File: config.mk
export PLATFORM = sky130hd
export DESIGN_NAME = json_string_unescape_utf8
export DESIGN_NICKNAME = d
export VERILOG_FILES = /design/src/design/jsu_pkg.sv /design/src/design/jsu_front.sv /design/src/design/jsu_queue.sv /design/src/design/jsu_back.sv /design/src/design/json_string_unescape_utf8.sv
export SDC_FILE = /design/constraint.sdc
export NUM_CORES = 1
export LEC_CHECK = 0
export ABC_CLOCK_PERIOD_IN_PS = 4050
export BUFFER_PORTS_ARGS = -buffer_cell sky130_fd_sc_hd__buf_2
export CAP_MARGIN = 20
export CORE_AREA = 2 2 142 248
export DETAILED_ROUTE_END_ITERATION = 12
export DIE_AREA = 0 0 144 250
export PLACE_DENSITY = 0.48
export SETUP_SLACK_MARGIN = 0.1
export SLEW_MARGIN = 20
export SYNTH_ARGS = -nofsm -noshare
export SYNTH_HDL_FRONTEND = slang
export SYNTH_SLANG_ARGS = --single-unit
File: constraint.sdc
create_clock -name clock -period 4.05 [get_ports clock]
set_clock_uncertainty 0.2 [all_clocks]
set_input_delay 0.405 -clock clock [delete_from_list [all_inputs] [get_ports clock]]
set_output_delay 0.405 -clock clock [all_outputs]
set_load 0.1 [all_outputs]
File: src/design/jsu_pkg.sv
// ----------------------------------------------------------------------------
// jsu_pkg
// Shared types, codes and helper functions for the JSON string unescaper.
// ----------------------------------------------------------------------------
package jsu_pkg;

   // decoder phases
   localparam logic [3:0] PH_IDLE = 4'd0;
   localparam logic [3:0] PH_BODY = 4'd1;
   localparam logic [3:0] PH_ESC  = 4'd2;
   localparam logic [3:0] PH_HEX1 = 4'd3;
   localparam logic [3:0] PH_BSL2 = 4'd4;
   localparam logic [3:0] PH_U2   = 4'd5;
   localparam logic [3:0] PH_HEX2 = 4'd6;

   // result kinds
   localparam logic [1:0] KIND_DATA  = 2'd0;
   localparam logic [1:0] KIND_DONE  = 2'd1;
   localparam logic [1:0] KIND_ERROR = 2'd2;

   // error codes
   localparam logic [2:0] ERR_NO_QUOTE   = 3'd0;
   localparam logic [2:0] ERR_CONTROL    = 3'd1;
   localparam logic [2:0] ERR_BAD_ESC    = 3'd2;
   localparam logic [2:0] ERR_BAD_UNI    = 3'd3;
   localparam logic [2:0] ERR_END_ESC    = 3'd4;
   localparam logic [2:0] ERR_UNTERM     = 3'd5;

   // characters of interest
   localparam logic [7:0] CH_QUOTE = 8'h22;
   localparam logic [7:0] CH_BSL   = 8'h5C;
   localparam logic [7:0] CH_SLASH = 8'h2F;
   localparam logic [7:0] CH_B     = 8'h62;
   localparam logic [7:0] CH_F     = 8'h66;
   localparam logic [7:0] CH_N     = 8'h6E;
   localparam logic [7:0] CH_R     = 8'h72;
   localparam logic [7:0] CH_T     = 8'h74;
   localparam logic [7:0] CH_U     = 8'h75;
   localparam logic [7:0] CH_SPACE = 8'h20;

   // surrogate bounds
   localparam logic [15:0] HI_SUR_MIN = 16'hD800;
   localparam logic [15:0] HI_SUR_MAX = 16'hDBFF;
   localparam logic [15:0] LO_SUR_MIN = 16'hDC00;
   localparam logic [15:0] LO_SUR_MAX = 16'hDFFF;
   localparam logic [20:0] SUPP_BASE  = 21'h10000;

   // queue between front and back
   localparam int QUEUE_DEPTH = 4;
   localparam int QPTR_W      = $clog2(QUEUE_DEPTH);
   localparam int QCNT_W      = $clog2(QUEUE_DEPTH + 1);

   // one group of results caused by a single request
   typedef struct packed {
      logic [1:0] kind;
      logic [2:0] err;
      logic [1:0] cnt_m1;   // number of results minus one
      logic [7:0] b0;
      logic [7:0] b1;
      logic [7:0] b2;
      logic [7:0] b3;
   } cmd_type;

   // hex digit decode: {valid, nibble}
   function automatic logic [4:0] hex_decode(logic [7:0] b);
      logic [4:0] r;
      r = 5'd0;
      if (b >= 8'h30 && b <= 8'h39) begin
         r = {1'b1, b[3:0]};
      end else if ((b >= 8'h61 && b <= 8'h66) || (b >= 8'h41 && b <= 8'h46)) begin
         r = {1'b1, b[3:0] + 4'd9};
      end
      return r;
   endfunction

   // utf-8 encoding of one code point into a data group
   function automatic cmd_type utf8_cmd(logic [20:0] cp);
      cmd_type c;
      c = '0;
      c.kind = KIND_DATA;
      c.err  = ERR_NO_QUOTE;
      if (cp < 21'h80) begin
         c.cnt_m1 = 2'd0;
         c.b0     = cp[7:0];
      end else if (cp < 21'h800) begin
         c.cnt_m1 = 2'd1;
         c.b0     = {3'b110, cp[10:6]};
         c.b1     = {2'b10, cp[5:0]};
      end else if (cp < SUPP_BASE) begin
         c.cnt_m1 = 2'd2;
         c.b0     = {4'b1110, cp[15:12]};
         c.b1     = {2'b10, cp[11:6]};
         c.b2     = {2'b10, cp[5:0]};
      end else begin
         c.cnt_m1 = 2'd3;
         c.b0     = {5'b11110, cp[20:18]};
         c.b1     = {2'b10, cp[17:12]};
         c.b2     = {2'b10, cp[11:6]};
         c.b3     = {2'b10, cp[5:0]};
      end
      return c;
   endfunction

endpackage

File: src/design/jsu_front.sv
// ----------------------------------------------------------------------------
// jsu_front
// Takes raw text bytes, tracks the string phase and \u escapes, and pushes
// one result group per request that causes any result.
// ----------------------------------------------------------------------------
module jsu_front (
   input  logic              clock,
   input  logic              reset,
   input  logic              req_valid,
   output logic              req_ready,
   input  logic [7:0]        req_data_byte,
   input  logic              req_end_of_input,
   output logic              push,
   output jsu_pkg::cmd_type  push_cmd,
   input  logic              q_full
);

   logic [3:0]  phase_ff, phase_in;
   logic [1:0]  hex_count_ff, hex_count_in;
   logic [15:0] high_unit_ff, high_unit_in;
   logic [15:0] low_unit_ff, low_unit_in;

   logic             accept;
   logic             emit;
   jsu_pkg::cmd_type cmd;
   logic [4:0]       hex;
   logic [15:0]      unit_next;
   logic [20:0]      pair_cp;
   logic [7:0]       b;
   logic             eoi;

   assign req_ready = !q_full;
   assign accept    = req_valid && req_ready;
   assign b         = req_data_byte;
   assign eoi       = req_end_of_input;
   assign hex       = jsu_pkg::hex_decode(b);

   // shift the new digit into the unit being assembled
   assign unit_next = (phase_ff == jsu_pkg::PH_HEX1) ? {high_unit_ff[11:0], hex[3:0]}
                                                     : {low_unit_ff[11:0], hex[3:0]};
   // surrogate pair to code point
   assign pair_cp = jsu_pkg::SUPP_BASE + {1'b0, high_unit_ff[9:0], unit_next[9:0]};

   // next state and result group
   always_comb begin
      phase_in     = phase_ff;
      hex_count_in = hex_count_ff;
      high_unit_in = high_unit_ff;
      low_unit_in  = low_unit_ff;
      emit         = 1'b0;
      cmd          = '0;
      cmd.kind     = jsu_pkg::KIND_ERROR;
      cmd.err      = jsu_pkg::ERR_NO_QUOTE;
      unique case (phase_ff)
         jsu_pkg::PH_IDLE: begin
            if (!eoi) begin
               if (b == jsu_pkg::CH_QUOTE) begin
                  phase_in = jsu_pkg::PH_BODY;
               end else begin
                  emit = 1'b1;
               end
            end
         end
         jsu_pkg::PH_BODY: begin
            priority if (eoi) begin
               emit    = 1'b1;
               cmd.err = jsu_pkg::ERR_UNTERM;
            end else if (b == jsu_pkg::CH_QUOTE) begin
               emit     = 1'b1;
               cmd.kind = jsu_pkg::KIND_DONE;
               phase_in = jsu_pkg::PH_IDLE;
            end else if (b < jsu_pkg::CH_SPACE) begin
               emit    = 1'b1;
               cmd.err = jsu_pkg::ERR_CONTROL;
            end else if (b == jsu_pkg::CH_BSL) begin
               phase_in = jsu_pkg::PH_ESC;
            end else begin
               emit     = 1'b1;
               cmd.kind = jsu_pkg::KIND_DATA;
               cmd.b0   = b;
            end
         end
         jsu_pkg::PH_ESC: begin
            if (eoi) begin
               emit    = 1'b1;
               cmd.err = jsu_pkg::ERR_END_ESC;
            end else begin
               phase_in = jsu_pkg::PH_BODY;
               emit     = 1'b1;
               cmd.kind = jsu_pkg::KIND_DATA;
               unique case (b)
                  jsu_pkg::CH_QUOTE,
                  jsu_pkg::CH_BSL,
                  jsu_pkg::CH_SLASH: cmd.b0 = b;
                  jsu_pkg::CH_B:     cmd.b0 = 8'h08;
                  jsu_pkg::CH_F:     cmd.b0 = 8'h0C;
                  jsu_pkg::CH_N:     cmd.b0 = 8'h0A;
                  jsu_pkg::CH_R:     cmd.b0 = 8'h0D;
                  jsu_pkg::CH_T:     cmd.b0 = 8'h09;
                  jsu_pkg::CH_U: begin
                     emit         = 1'b0;
                     phase_in     = jsu_pkg::PH_HEX1;
                     hex_count_in = 2'd0;
                     high_unit_in = 16'd0;
                  end
                  default: begin
                     cmd.kind = jsu_pkg::KIND_ERROR;
                     cmd.err  = jsu_pkg::ERR_BAD_ESC;
                  end
               endcase
            end
         end
         jsu_pkg::PH_HEX1,
         jsu_pkg::PH_HEX2: begin
            if (eoi || !hex[4]) begin
               emit    = 1'b1;
               cmd.err = jsu_pkg::ERR_BAD_UNI;
            end else begin
               if (phase_ff == jsu_pkg::PH_HEX1) begin
                  high_unit_in = unit_next;
               end else begin
                  low_unit_in = unit_next;
               end
               if (hex_count_ff != 2'd3) begin
                  hex_count_in = hex_count_ff + 2'd1;
               end else begin
                  hex_count_in = 2'd0;
                  if (phase_ff == jsu_pkg::PH_HEX1) begin
                     if (unit_next >= jsu_pkg::HI_SUR_MIN &&
                         unit_next <= jsu_pkg::HI_SUR_MAX) begin
                        phase_in = jsu_pkg::PH_BSL2;
                     end else begin
                        phase_in = jsu_pkg::PH_BODY;
                        emit     = 1'b1;
                        cmd      = jsu_pkg::utf8_cmd({5'd0, unit_next});
                     end
                  end else if (unit_next < jsu_pkg::LO_SUR_MIN ||
                               unit_next > jsu_pkg::LO_SUR_MAX) begin
                     emit    = 1'b1;
                     cmd.err = jsu_pkg::ERR_BAD_UNI;
                  end else begin
                     phase_in = jsu_pkg::PH_BODY;
                     emit     = 1'b1;
                     cmd      = jsu_pkg::utf8_cmd(pair_cp);
                  end
               end
            end
         end
         jsu_pkg::PH_BSL2: begin
            if (eoi || b != jsu_pkg::CH_BSL) begin
               emit    = 1'b1;
               cmd.err = jsu_pkg::ERR_BAD_UNI;
            end else begin
               phase_in = jsu_pkg::PH_U2;
            end
         end
         jsu_pkg::PH_U2: begin
            if (eoi || b != jsu_pkg::CH_U) begin
               emit    = 1'b1;
               cmd.err = jsu_pkg::ERR_BAD_UNI;
            end else begin
               phase_in     = jsu_pkg::PH_HEX2;
               hex_count_in = 2'd0;
               low_unit_in  = 16'd0;
            end
         end
         default: begin
            phase_in     = jsu_pkg::PH_IDLE;
            hex_count_in = 2'd0;
         end
      endcase
      // any error returns to idle
      if (emit && cmd.kind == jsu_pkg::KIND_ERROR) begin
         phase_in     = jsu_pkg::PH_IDLE;
         hex_count_in = 2'd0;
      end
   end

   assign push     = accept && emit;
   assign push_cmd = cmd;

   // state registers
   always_ff @(posedge clock) begin
      if (reset) begin
         phase_ff     <= jsu_pkg::PH_IDLE;
         hex_count_ff <= 2'd0;
         high_unit_ff <= 16'd0;
         low_unit_ff  <= 16'd0;
      end else if (accept) begin
         phase_ff     <= phase_in;
         hex_count_ff <= hex_count_in;
         high_unit_ff <= high_unit_in;
         low_unit_ff  <= low_unit_in;
      end
   end

   // digit count only runs inside a \u escape
   a_hex_count_phase: assert property (@(posedge clock) disable iff (reset)
      hex_count_ff != 2'd0 |->
         (phase_ff == jsu_pkg::PH_HEX1 || phase_ff == jsu_pkg::PH_HEX2))
      else $error("hex digit count set outside a unicode escape");

   // a high surrogate is held while waiting for the low one
   a_high_held: assert property (@(posedge clock) disable iff (reset)
      (phase_ff == jsu_pkg::PH_BSL2 || phase_ff == jsu_pkg::PH_U2) |->
         (high_unit_ff >= jsu_pkg::HI_SUR_MIN && high_unit_ff <= jsu_pkg::HI_SUR_MAX))
      else $error("waiting for low surrogate without a high surrogate");

endmodule

File: src/design/jsu_queue.sv
// ----------------------------------------------------------------------------
// jsu_queue
// Short first-in first-out queue of result groups between front and back.
// ----------------------------------------------------------------------------
module jsu_queue (
   input  logic              clock,
   input  logic              reset,
   input  logic              push,
   input  jsu_pkg::cmd_type  push_cmd,
   output logic              full,
   input  logic              pop,
   output logic              not_empty,
   output jsu_pkg::cmd_type  head_cmd
);

   jsu_pkg::cmd_type               slot_ff [jsu_pkg::QUEUE_DEPTH];
   logic [jsu_pkg::QPTR_W-1:0]     wr_ptr_ff, rd_ptr_ff;
   logic [jsu_pkg::QCNT_W-1:0]     count_ff, count_in;

   assign full      = count_ff == jsu_pkg::QCNT_W'(jsu_pkg::QUEUE_DEPTH);
   assign not_empty = count_ff != '0;
   assign head_cmd  = slot_ff[rd_ptr_ff];

   // occupancy
   always_comb begin
      count_in = count_ff;
      if (push && !pop) begin
         count_in = count_ff + 1'b1;
      end else if (pop && !push) begin
         count_in = count_ff - 1'b1;
      end
   end

   // pointers and count
   always_ff @(posedge clock) begin
      if (reset) begin
         wr_ptr_ff <= '0;
         rd_ptr_ff <= '0;
         count_ff  <= '0;
      end else begin
         if (push) begin
            wr_ptr_ff <= wr_ptr_ff + 1'b1;
         end
         if (pop) begin
            rd_ptr_ff <= rd_ptr_ff + 1'b1;
         end
         count_ff <= count_in;
      end
   end

   // storage
   always_ff @(posedge clock) begin
      if (push) begin
         slot_ff[wr_ptr_ff] <= push_cmd;
      end
   end

   // pointer distance matches occupancy
   a_count_ptrs: assert property (@(posedge clock) disable iff (reset)
      count_ff <= jsu_pkg::QCNT_W'(jsu_pkg::QUEUE_DEPTH) &&
      (wr_ptr_ff - rd_ptr_ff) == count_ff[jsu_pkg::QPTR_W-1:0])
      else $error("queue pointers disagree with count");

   // no overflow or underflow
   a_no_overrun: assert property (@(posedge clock) disable iff (reset)
      !(push && full) && !(pop && !not_empty))
      else $error("queue overrun or underrun");

endmodule

File: src/design/jsu_back.sv
// ----------------------------------------------------------------------------
// jsu_back
// Takes result groups from the queue and presents their results one per
// cycle on the response channel while rsp_ready is high, marking the final one of each group.
// ----------------------------------------------------------------------------
module jsu_back (
   input  logic              clock,
   input  logic              reset,
   input  logic              q_not_empty,
   input  jsu_pkg::cmd_type  head_cmd,
   output logic              pop,
   output logic              rsp_valid,
   input  logic              rsp_ready,
   output logic [7:0]        rsp_out_byte,
   output logic [1:0]        rsp_kind,
   output logic [2:0]        rsp_error_code,
   output logic              rsp_last
);

   jsu_pkg::cmd_type cur_ff;
   logic             valid_ff;
   logic [1:0]       idx_ff;
   logic             done_group;

   assign rsp_valid      = valid_ff;
   assign rsp_kind       = cur_ff.kind;
   assign rsp_error_code = cur_ff.err;
   assign rsp_last       = idx_ff == cur_ff.cnt_m1;

   // byte select within the group
   always_comb begin
      unique case (idx_ff)
         2'd0: rsp_out_byte = cur_ff.b0;
         2'd1: rsp_out_byte = cur_ff.b1;
         2'd2: rsp_out_byte = cur_ff.b2;
         default: rsp_out_byte = cur_ff.b3;
      endcase
   end

   assign done_group = !valid_ff || (rsp_ready && rsp_last);
   assign pop        = q_not_empty && done_group;

   // control
   always_ff @(posedge clock) begin
      if (reset) begin
         valid_ff <= 1'b0;
         idx_ff   <= 2'd0;
      end else if (done_group) begin
         valid_ff <= q_not_empty;
         idx_ff   <= 2'd0;
      end else if (rsp_ready) begin
         idx_ff <= idx_ff + 2'd1;
      end
   end

   // group payload
   always_ff @(posedge clock) begin
      if (pop) begin
         cur_ff <= head_cmd;
      end
   end

   // completion and error results stand alone
   a_status_last: assert property (@(posedge clock) disable iff (reset)
      valid_ff && cur_ff.kind != jsu_pkg::KIND_DATA |-> rsp_last)
      else $error("status result not marked last");

   // a group in progress keeps going after a non-final response
   a_burst_cont: assert property (@(posedge clock) disable iff (reset)
      valid_ff && rsp_ready && !rsp_last |=> valid_ff && idx_ff == $past(idx_ff) + 2'd1)
      else $error("result group broken off");

endmodule

File: src/design/json_string_unescape_utf8.sv
// ----------------------------------------------------------------------------
// json_string_unescape_utf8
// Streaming decoder of one JSON string literal into UTF-8 bytes.
// ----------------------------------------------------------------------------
// A request carries one text byte (or an end-of-input mark) and is accepted
// whenever the four-entry result queue has room, so text can stream at one
// byte per clock while the queue is not full. Each request that causes
// results puts one group of one to four results into the queue; the response
// side sends one result per cycle while rsp_ready is high and so sets the
// sustained rate; a \u escape that yields n UTF-8 bytes holds it until all n
// are sent. A result is registered in a queue slot, then in the back-end.
module json_string_unescape_utf8 (
   input  logic       clock,
   input  logic       reset,
   input  logic       req_valid,
   output logic       req_ready,
   input  logic [7:0] req_data_byte,
   input  logic       req_end_of_input,
   output logic       rsp_valid,
   input  logic       rsp_ready,
   output logic [7:0] rsp_out_byte,
   output logic [1:0] rsp_kind,
   output logic [2:0] rsp_error_code,
   output logic       rsp_last
);

   logic             push;
   jsu_pkg::cmd_type push_cmd;
   logic             q_full;
   logic             pop;
   logic             q_not_empty;
   jsu_pkg::cmd_type head_cmd;

   // byte classifier and escape decoder
   jsu_front u_front (
      .clock            (clock),
      .reset            (reset),
      .req_valid        (req_valid),
      .req_ready        (req_ready),
      .req_data_byte    (req_data_byte),
      .req_end_of_input (req_end_of_input),
      .push             (push),
      .push_cmd         (push_cmd),
      .q_full           (q_full)
   );

   // result group queue
   jsu_queue u_queue (
      .clock     (clock),
      .reset     (reset),
      .push      (push),
      .push_cmd  (push_cmd),
      .full      (q_full),
      .pop       (pop),
      .not_empty (q_not_empty),
      .head_cmd  (head_cmd)
   );

   // result serializer
   jsu_back u_back (
      .clock          (clock),
      .reset          (reset),
      .q_not_empty    (q_not_empty),
      .head_cmd       (head_cmd),
      .pop            (pop),
      .rsp_valid      (rsp_valid),
      .rsp_ready      (rsp_ready),
      .rsp_out_byte   (rsp_out_byte),
      .rsp_kind       (rsp_kind),
      .rsp_error_code (rsp_error_code),
      .rsp_last       (rsp_last)
   );

endmodule
==> impl_metrics.yaml, run 1 <==
die:
  fp-row-count: 90
  coreArea_um2: 34100
  start_util: 0.295
  fp.dieW_um: 144
  pin_count: 29
  die_h_um: 250
  die_area_um2: 36000
flow_run:
  drv_cap: 0
yosys:
  yosys_warnings: 0
  synth_area_um2: 10000
  synthFlopType: "edfxtp_1"
  ys_async_sr_fraction: 0
  synthCells: 768
  ys_ff_latch: 214
  synth_fp_nets: 797
  yosysUniqueCellTypes: 75
  syn_avg_cell_area_um2: 13.1
  synth_edf_count: 175
  ys_seq_area_frac: 0.601
global_routing:
  grt_pass1_vias: 6853
  antenna_found_initial: 0
  grt_max_degree: 40
  grt_util_all_layers: 0.153
  gr-total-overflow: 0
  grt_pass1_wl_um: 41300
place:
  pre_cts_slack_ns: 0.269
  dpl_cell_area_um2: 10900
  gp_congestion: 0.910
  port-buffer-count: 28
  place_hpwl_um: 20100
layout:
  fin_nets: 840
  drive_above_1_share: 0.193
  layout_common_cells: "edfxtp_1, nor2_1, a21oi_1, buf_4, dfxtp_1"
  post-route-util: 0.338
  nFillCells: 3366
  multi_input_area_um2: 3740
  seq_area_um2: 6040
  final_area_um2: 11500
  antenna_cells: 0
  syn_to_final_growth_pct: 14.8
  mostFrequentLayoutCell: "edfxtp_1"
setup_path:
  crit_slowest_cell: "dfxtp_1"
  path_delay_family: "simple AND/OR/NAND/NOR gates"
  crit_required_ns: 4.27
  path_class: "reg -> reg"
  critPathMaxFanout: 14
  crit_path_start: "u_front.phase_ff[2]"
  cp-end-kind: "flip-flop"
  crit_chain: "and3b_1 > and3_1 > o221ai_1 > a2111oi_4 > nor2_1 > ha_1 > inv_1 > fa_1 > xor2_1 > or3_1 > a21oi_1"
  r2r_start: "u_front.phase_ff[2]"
  worstPathArrival_ns: 3.63
  start_kind: "flip-flop"
  cpPeakStageDelay_ns: 0.66
  path_buf_inv: 1
sta:
  timing.final.ws_setup_ns: 0.641
  max-slew-margin-rel: 0.338
  fmax_mhz: 293
  tns_ns: 0
  grt_setup_unrepaired: "false"
  setup_viol_count_final: 0
  drv_slew: 0
  timing.final.hold_violations: 0
  tightest_slew_ns: 0.993
  fin_crit_sh: 0.842
  min_period_ns: 3.41
pwr:
  power_leakage_nw: 3.89
  ir_drop_mv: 0.289
  p_per_area_nw_per_um2: 541
  finalPower_w: 0.00624
clock_tree:
  cts_buffer_depth: 3
  cts_tree: "done"
  insertion_delay_ns: 0.50
  clock_sinks: 214
  clk_pin_slew_ns: 0.06
  root_buffer: "clkbuf_16"
  cts_setup_buffers: 0
  cts_resized: 0
  ctsHoldBuffers: 0
  cts_buffers: 21
  cts_htree_levels: 1
outcome:
  outcome: "complete, no violations"
detailed_routing:
  viasPerCell: 5.15
  wl_per_cell_um: 21.1
  ant_nets: 0
  drt_wl_total_um: 27100
  drtIter0Drc: 426
  vias: 6617
  remaining_drc_errors: 0
  firstDrtPassIters: 6
hold_path:
  hp-class: "in -> reg"
  min_from: "rsp_ready"
-- kinds of logic (layout without fill, tap and decap cells) --
| kind of cell | count (synthesis) | count (layout) | share of synthesized area |
|---|---|---|---|
| buffers and inverters | 72 | 129 | 0.0293 |
| AO/OA/AOI/OAI | 159 | 159 | 0.116 |
| adder cells (fa/ha/maj) | 16 | 16 | 0.0207 |
| XOR/XNOR | 12 | 12 | 0.0105 |
| flip-flops | 214 | 214 | 0.601 |
| multiplexers | 70 | 70 | 0.114 |
| AND/OR/NAND/NOR | 225 | 225 | 0.110 |
-- Yosys cell counts, drive strengths merged (3+ instances only) --
| library cell | number | area [µm²] |
|---|---|---|
| edfxtp | 175 | 5260 |
| nor2 | 94 | 353 |
| a21oi | 47 | 239 |
| dfxtp | 39 | 781 |
| clkbuf | 36 | 135 |
| mux4 | 35 | 788 |
| mux2i | 33 | 330 |
| nand2 | 29 | 109 |
| nor3 | 29 | 145 |
| inv | 22 | 82.6 |
| o21ai | 21 | 116 |
| ha | 15 | 188 |
| buf | 13 | 72.6 |
| nand3 | 12 | 60.1 |
| a22oi | 11 | 82.6 |
| and2 | 10 | 62.6 |
| nor4 | 10 | 62.6 |
| a21o | 8 | 60.1 |
| a222oi | 8 | 80.1 |
| xor2 | 8 | 70.1 |
| or3 | 7 | 43.8 |
| a22o | 6 | 52.6 |
| a31oi | 6 | 37.5 |
| o211ai | 6 | 45.0 |
| nand2b | 4 | 25.0 |
| nor3b | 4 | 30.0 |
| o31ai | 4 | 30.0 |
| xnor2 | 4 | 35.0 |
| a2111oi | 3 | 63.8 |
| a211oi | 3 | 22.5 |
| a221oi | 3 | 26.3 |
| a32oi | 3 | 26.3 |
| and3 | 3 | 18.8 |
| nand3b | 3 | 22.5 |
| nor2b | 3 | 18.8 |
| o22a | 3 | 26.3 |
| o22ai | 3 | 18.8 |
| or2 | 3 | 18.8 |
-- sequential cells by signal (all words and copies together), names as in the netlist, 3 cells and up --
name                   count
u_back.cur_ff             30
u_back.rsp_error_code      3
u_front.high_unit_ff      12
u_front.low_unit_ff       12
u_front.phase_ff           3
u_queue.count_ff           3
u_queue.slot_ff          140
-- report_power, final --
part           switching (W)  internal (W)  total [W]
Clock               0.000818       0.00105    0.00186
Sequential          0.000159       0.00272    0.00288
Combinational        0.00109      0.000414    0.00150
-- final cells by class --
| type | count | area share |
|---|---|---|
| tap | 460 | 0.0499 |
| multi-input combinational | 482 | 0.324 |
| inverter | 23 | 0.00748 |
| sequential | 214 | 0.523 |
| timing repair buffer | 69 | 0.0388 |
| clock buffer | 25 | 0.0477 |
| clock inverter | 12 | 0.00857 |
-- worst min-delay path: stages --
cell and delay (ns):
buf_2 0.12, xnor2_1 0.12, nor3_1 0.04
-- path summary, 6_finish.rpt --
check / end / slack (ns) / cells after the start
setup / recovery: u_queue.count_ff[2] / 0.64 / 11
hold / removal: u_back.idx_ff[0] / 0.04 / 3
setup reg to reg: u_queue.count_ff[2] / 0.64 / 11
hold reg to reg: u_front.hex_count_ff[1] / 0.31 / 1
-- metrics by stage --
stage | instances | hold WS [ns]
CTS | 1285 | 0.0210
finish | 1285 | 0.0354
global route | 1285 | 0.0389
global placement | 1248 | 0.271
floorplan | 768 | 0.254
detailed placement | 1248 | 0.300
-- layer usage --
layer	share of wire	routed length [µm]	global-route usage	up-vias
li1	-	-	-	3065
met1	0.35	9520	0.155	3297
met2	0.56	15300	0.296	180
met3	0.028	762	0.0150	75
met4	0.058	1570	0.0857	0
met5	0	0	0	-
(Power assumes the default switching activity.)
==> inputs of run 2 (changes only) <==
ABC_AREA = 1   (was default)
ABC_CLOCK_PERIOD_IN_PS = 3490   (was 4050)
CORE_AREA = 2 2 144 251   (was 2 2 142 248)
DIE_AREA = 0 0 146 253   (was 0 0 144 250)
PLACE_DENSITY = 0.47   (was 0.48)
clock period = 3.49 ns   (was 4.05 ns; I/O delays follow)
==> run 2 against run 1 <==
Utilization increased by 0.23 points. Sequential power grew 32%. Clock power grew 22%. Total power grew 61%. Critical path type unchanged. Largest cell class unchanged.
==> impl_metrics.yaml, run 2 <==
outcome:
  outcome: "complete, no violations"
sta:
  setup_viol_count_final: 0
  fin_crit_sh: 0.901
  max-slew-margin-rel: 0.354
  timing.final.ws_setup_ns: 0.344
  tightest_slew_ns: 0.969
  drv_slew: 0
  timing.final.hold_violations: 0
  min_period_ns: 3.15
  hold_ws_ns: 0.110
  grt_setup_unrepaired: "false"
  fmax_mhz: 318
layout:
  regMostFlops: "u_queue.slot_ff"
  nFillCells: 3627
  largest_registers: "u_queue.slot_ff x140, u_back.cur_ff x30"
  drive_above_1_share: 0.164
  layout_common_cells: "edfxtp_1, nand2_1, nor2_1, o21ai_0, inv_1"
  antenna_cells: 0
  fin_nets: 1135
  largest_reg_flops: 140
  post-route-util: 0.340
  mostFrequentLayoutCell: "edfxtp_1"
  final-instance-count-excl-fill: 1586
  syn_to_final_growth_pct: 16.0
clock_tree:
  clock_sinks: 214
  insertion_delay_ns: 0.52
  root_buffer: "clkbuf_16"
  cts_htree_levels: 1
  cts_tree: "done"
  cts_buffers: 21
  cts_buffer_depth: 3
  clk_pin_slew_ns: 0.07
global_routing:
  gr-usage-met1: 0.160
  grt_pass1_vias: 8088
  gr-total-overflow: 0
  met3_usage: 0.0144
  grt_pass1_wl_um: 46400
  busiest_layer: "met2"
  grt_util_all_layers: 0.164
  antenna_found_initial: 0
  grt_use_met2: 0.337
  grt_max_degree: 72
detailed_routing:
  wl_per_cell_um: 19.5
  firstDrtPassIters: 5
  vias: 7883
  drtIter0Drc: 541
  ant_nets: 0
  remaining_drc_errors: 0
  viasPerCell: 4.97
  drt_wl_total_um: 30900
hold_path:
  min_from: "req_end_of_input"
  min_to: "u_queue.slot_ff[0][37]"
  hold_depth: 2
  hp-class: "in -> reg"
yosys:
  yosysTopAreaCell: "edfxtp_1"
  ys_seq_area_frac: 0.587
  synth_top_family_by_area: "simple AND/OR/NAND/NOR gates"
  yosys_warnings: 0
  synthTopCellsByArea: "edfxtp_1, dfxtp_1, o21ai_0, nand2_1, nor2_1"
  yosysUniqueCellTypes: 50
  synth-compound-area-share: 0.163
  synth_most_common_cell: "edfxtp_1"
  synth_edf_count: 175
  synth-xor-area-share: 0.00340
  synth_top_area_share: 0.511
  synthCells: 1049
  synth_mux_area_frac: 0
  synth-adder-area-share: 0.0202
  ys_ff_latch: 214
  synth_common_cells: "edfxtp_1, nand2_1, nor2_1"
  synth_fp_nets: 1078
  synth_area_um2: 10300
  synthFlopType: "edfxtp_1"
  ys_async_sr_fraction: 0
  syn_avg_cell_area_um2: 9.81
  synthSimpleGateAreaFrac: 0.165
pwr:
  power_leakage_nw: 4.57
  power_frac_clock: 0.226
  intPower_w: 0.00583
  switching_power_w: 0.00423
  combPwrFrac: 0.397
  p_per_area_nw_per_um2: 842
  finalPower_w: 0.0101
  seq_power_share: 0.377
  ir_drop_mv: 0.301
  p_sw_frac: 0.420
place:
  place_inst: 1542
  gp_congestion: 0.913
  port-buffer-count: 28
  pre_cts_slack_ns: 0.116
  place_hpwl_um: 22100
die:
  coreArea_um2: 35100
  die_area_um2: 36900
  pin_count: 29
  fp-row-count: 91
  fp.dieW_um: 146
  start_util: 0.293
  die_h_um: 253
setup_path:
  start_kind: "flip-flop"
  crit-reg2reg-capture: "u_queue.count_ff[2]"
  r2r_start: "u_front.phase_ff[1]"
  worstPathArrival_ns: 3.35
  reg2regPathDepth: 17
  regToRegSetupSlack_ns: 0.34
  critPathMaxFanout: 8
  crit_required_ns: 3.70
  cp-end-kind: "flip-flop"
  path_class: "reg -> reg"
flow_run:
  drv_cap: 0
run 2: changes by cell type after synthesis, sizes merged, moves of 21 or more:
cell / before / now
nand2: 29 / 160
o21ai: 21 / 117
inv: 22 / 101
nor2: 94 / 145
o22ai: 3 / 41
mux4: 35 / 0
nand3: 12 / 46
mux2i: 33 / 0
a211oi: 3 / 24
run 2: critical path: stages, from the launching register on:
cell and delay, ns:
dfxtp_2 0.37, buf_4 0.17, inv_1 0.10, nand2_1 0.10, nor2_1 0.30, nand3_1 0.16, nand3_1 0.11, nor2_1 0.06
nand2_2 0.12, nand2_2 0.14, inv_1 0.10, ha_1 0.14, inv_1 0.07, fa_1 0.43, a21oi_1 0.15, o21ai_0 0.11
o21ai_0 0.15, a21oi_1 0.05
run 2: kinds of logic (layout without fill, tap and decap cells):
| family | after synthesis | after routing |
|---|---|---|
| AOI/OAI and AO/OA | 285 | 285 |
| adders and majority gates | 16 | 16 |
| xor gates and xnor gates | 4 | 4 |
| buffers and inverters | 154 | 223 |
| and+or+nand+nor | 376 | 379 |
| DFF | 214 | 214 |
run 2: how the worst max path moves through the flow:
| stage | start | end | cells after the start |
|---|---|---|---|
| finish | u_front.phase_ff[1] | u_queue.count_ff[2] | 17 |
| detailed placement | req_data_byte[0] | u_queue.slot_ff[0][5] | 14 |
| global placement | req_data_byte[0] | u_queue.slot_ff[0][10] | 16 |
| CTS | u_front.phase_ff[0] | u_queue.slot_ff[0][5] | 12 |
| floorplan | req_data_byte[0] | u_queue.slot_ff[0][0] | 13 |
| global route | u_front.phase_ff[2] | u_queue.count_ff[2] | 18 |
run 2: routing by layer:
layer	routed length, µm	vias to the layer above
met5	0	-
met4	1380	0
met3	933	69
met2	17600	199
met1	11000	3798
li1	-	3817
run 2: timing repair:
item,in CTS,in global routing
buffers inserted,0,2
endpoints found under the setup margin,0,37
hold buffers,1,0
endpoints found under the hold margin,2,0
resized for setup,0,2
run 2: power by group through the flow:
stage / clock network [W] / logic (W) / registers (W)
5_1_grt: 0.00242 / 0.00436 / 0.00384
6_report: 0.00227 / 0.00400 / 0.00379
3_3_place_gp: 0 / 0.00398 / 0.00385
2_1_floorplan: 0 / 0.00286 / 0.00379
3_5_place_dp: 0 / 0.00399 / 0.00385
4_1_cts: 0.00234 / 0.00400 / 0.00380
run 2: per-stage QoR:
stage	TNS, ns	cell area, µm²
6_report	0	11900
4_1_cts	0	11900
3_5_place_dp	0	11200
2_1_floorplan	-42.06	10300
5_1_grt	0	11900
3_3_place_gp	0	11200
run 2: area by class of cell:
type                       instances  area, µm²  share of cell area
clock inverter                    15        149              0.0125
multi-input combinational        684       3690               0.309
sequential                       214       6040               0.506
timing repair buffer              82        561              0.0470
inverter                         103        387              0.0324
tap                              465        582              0.0487
clock buffer                      23        533              0.0446
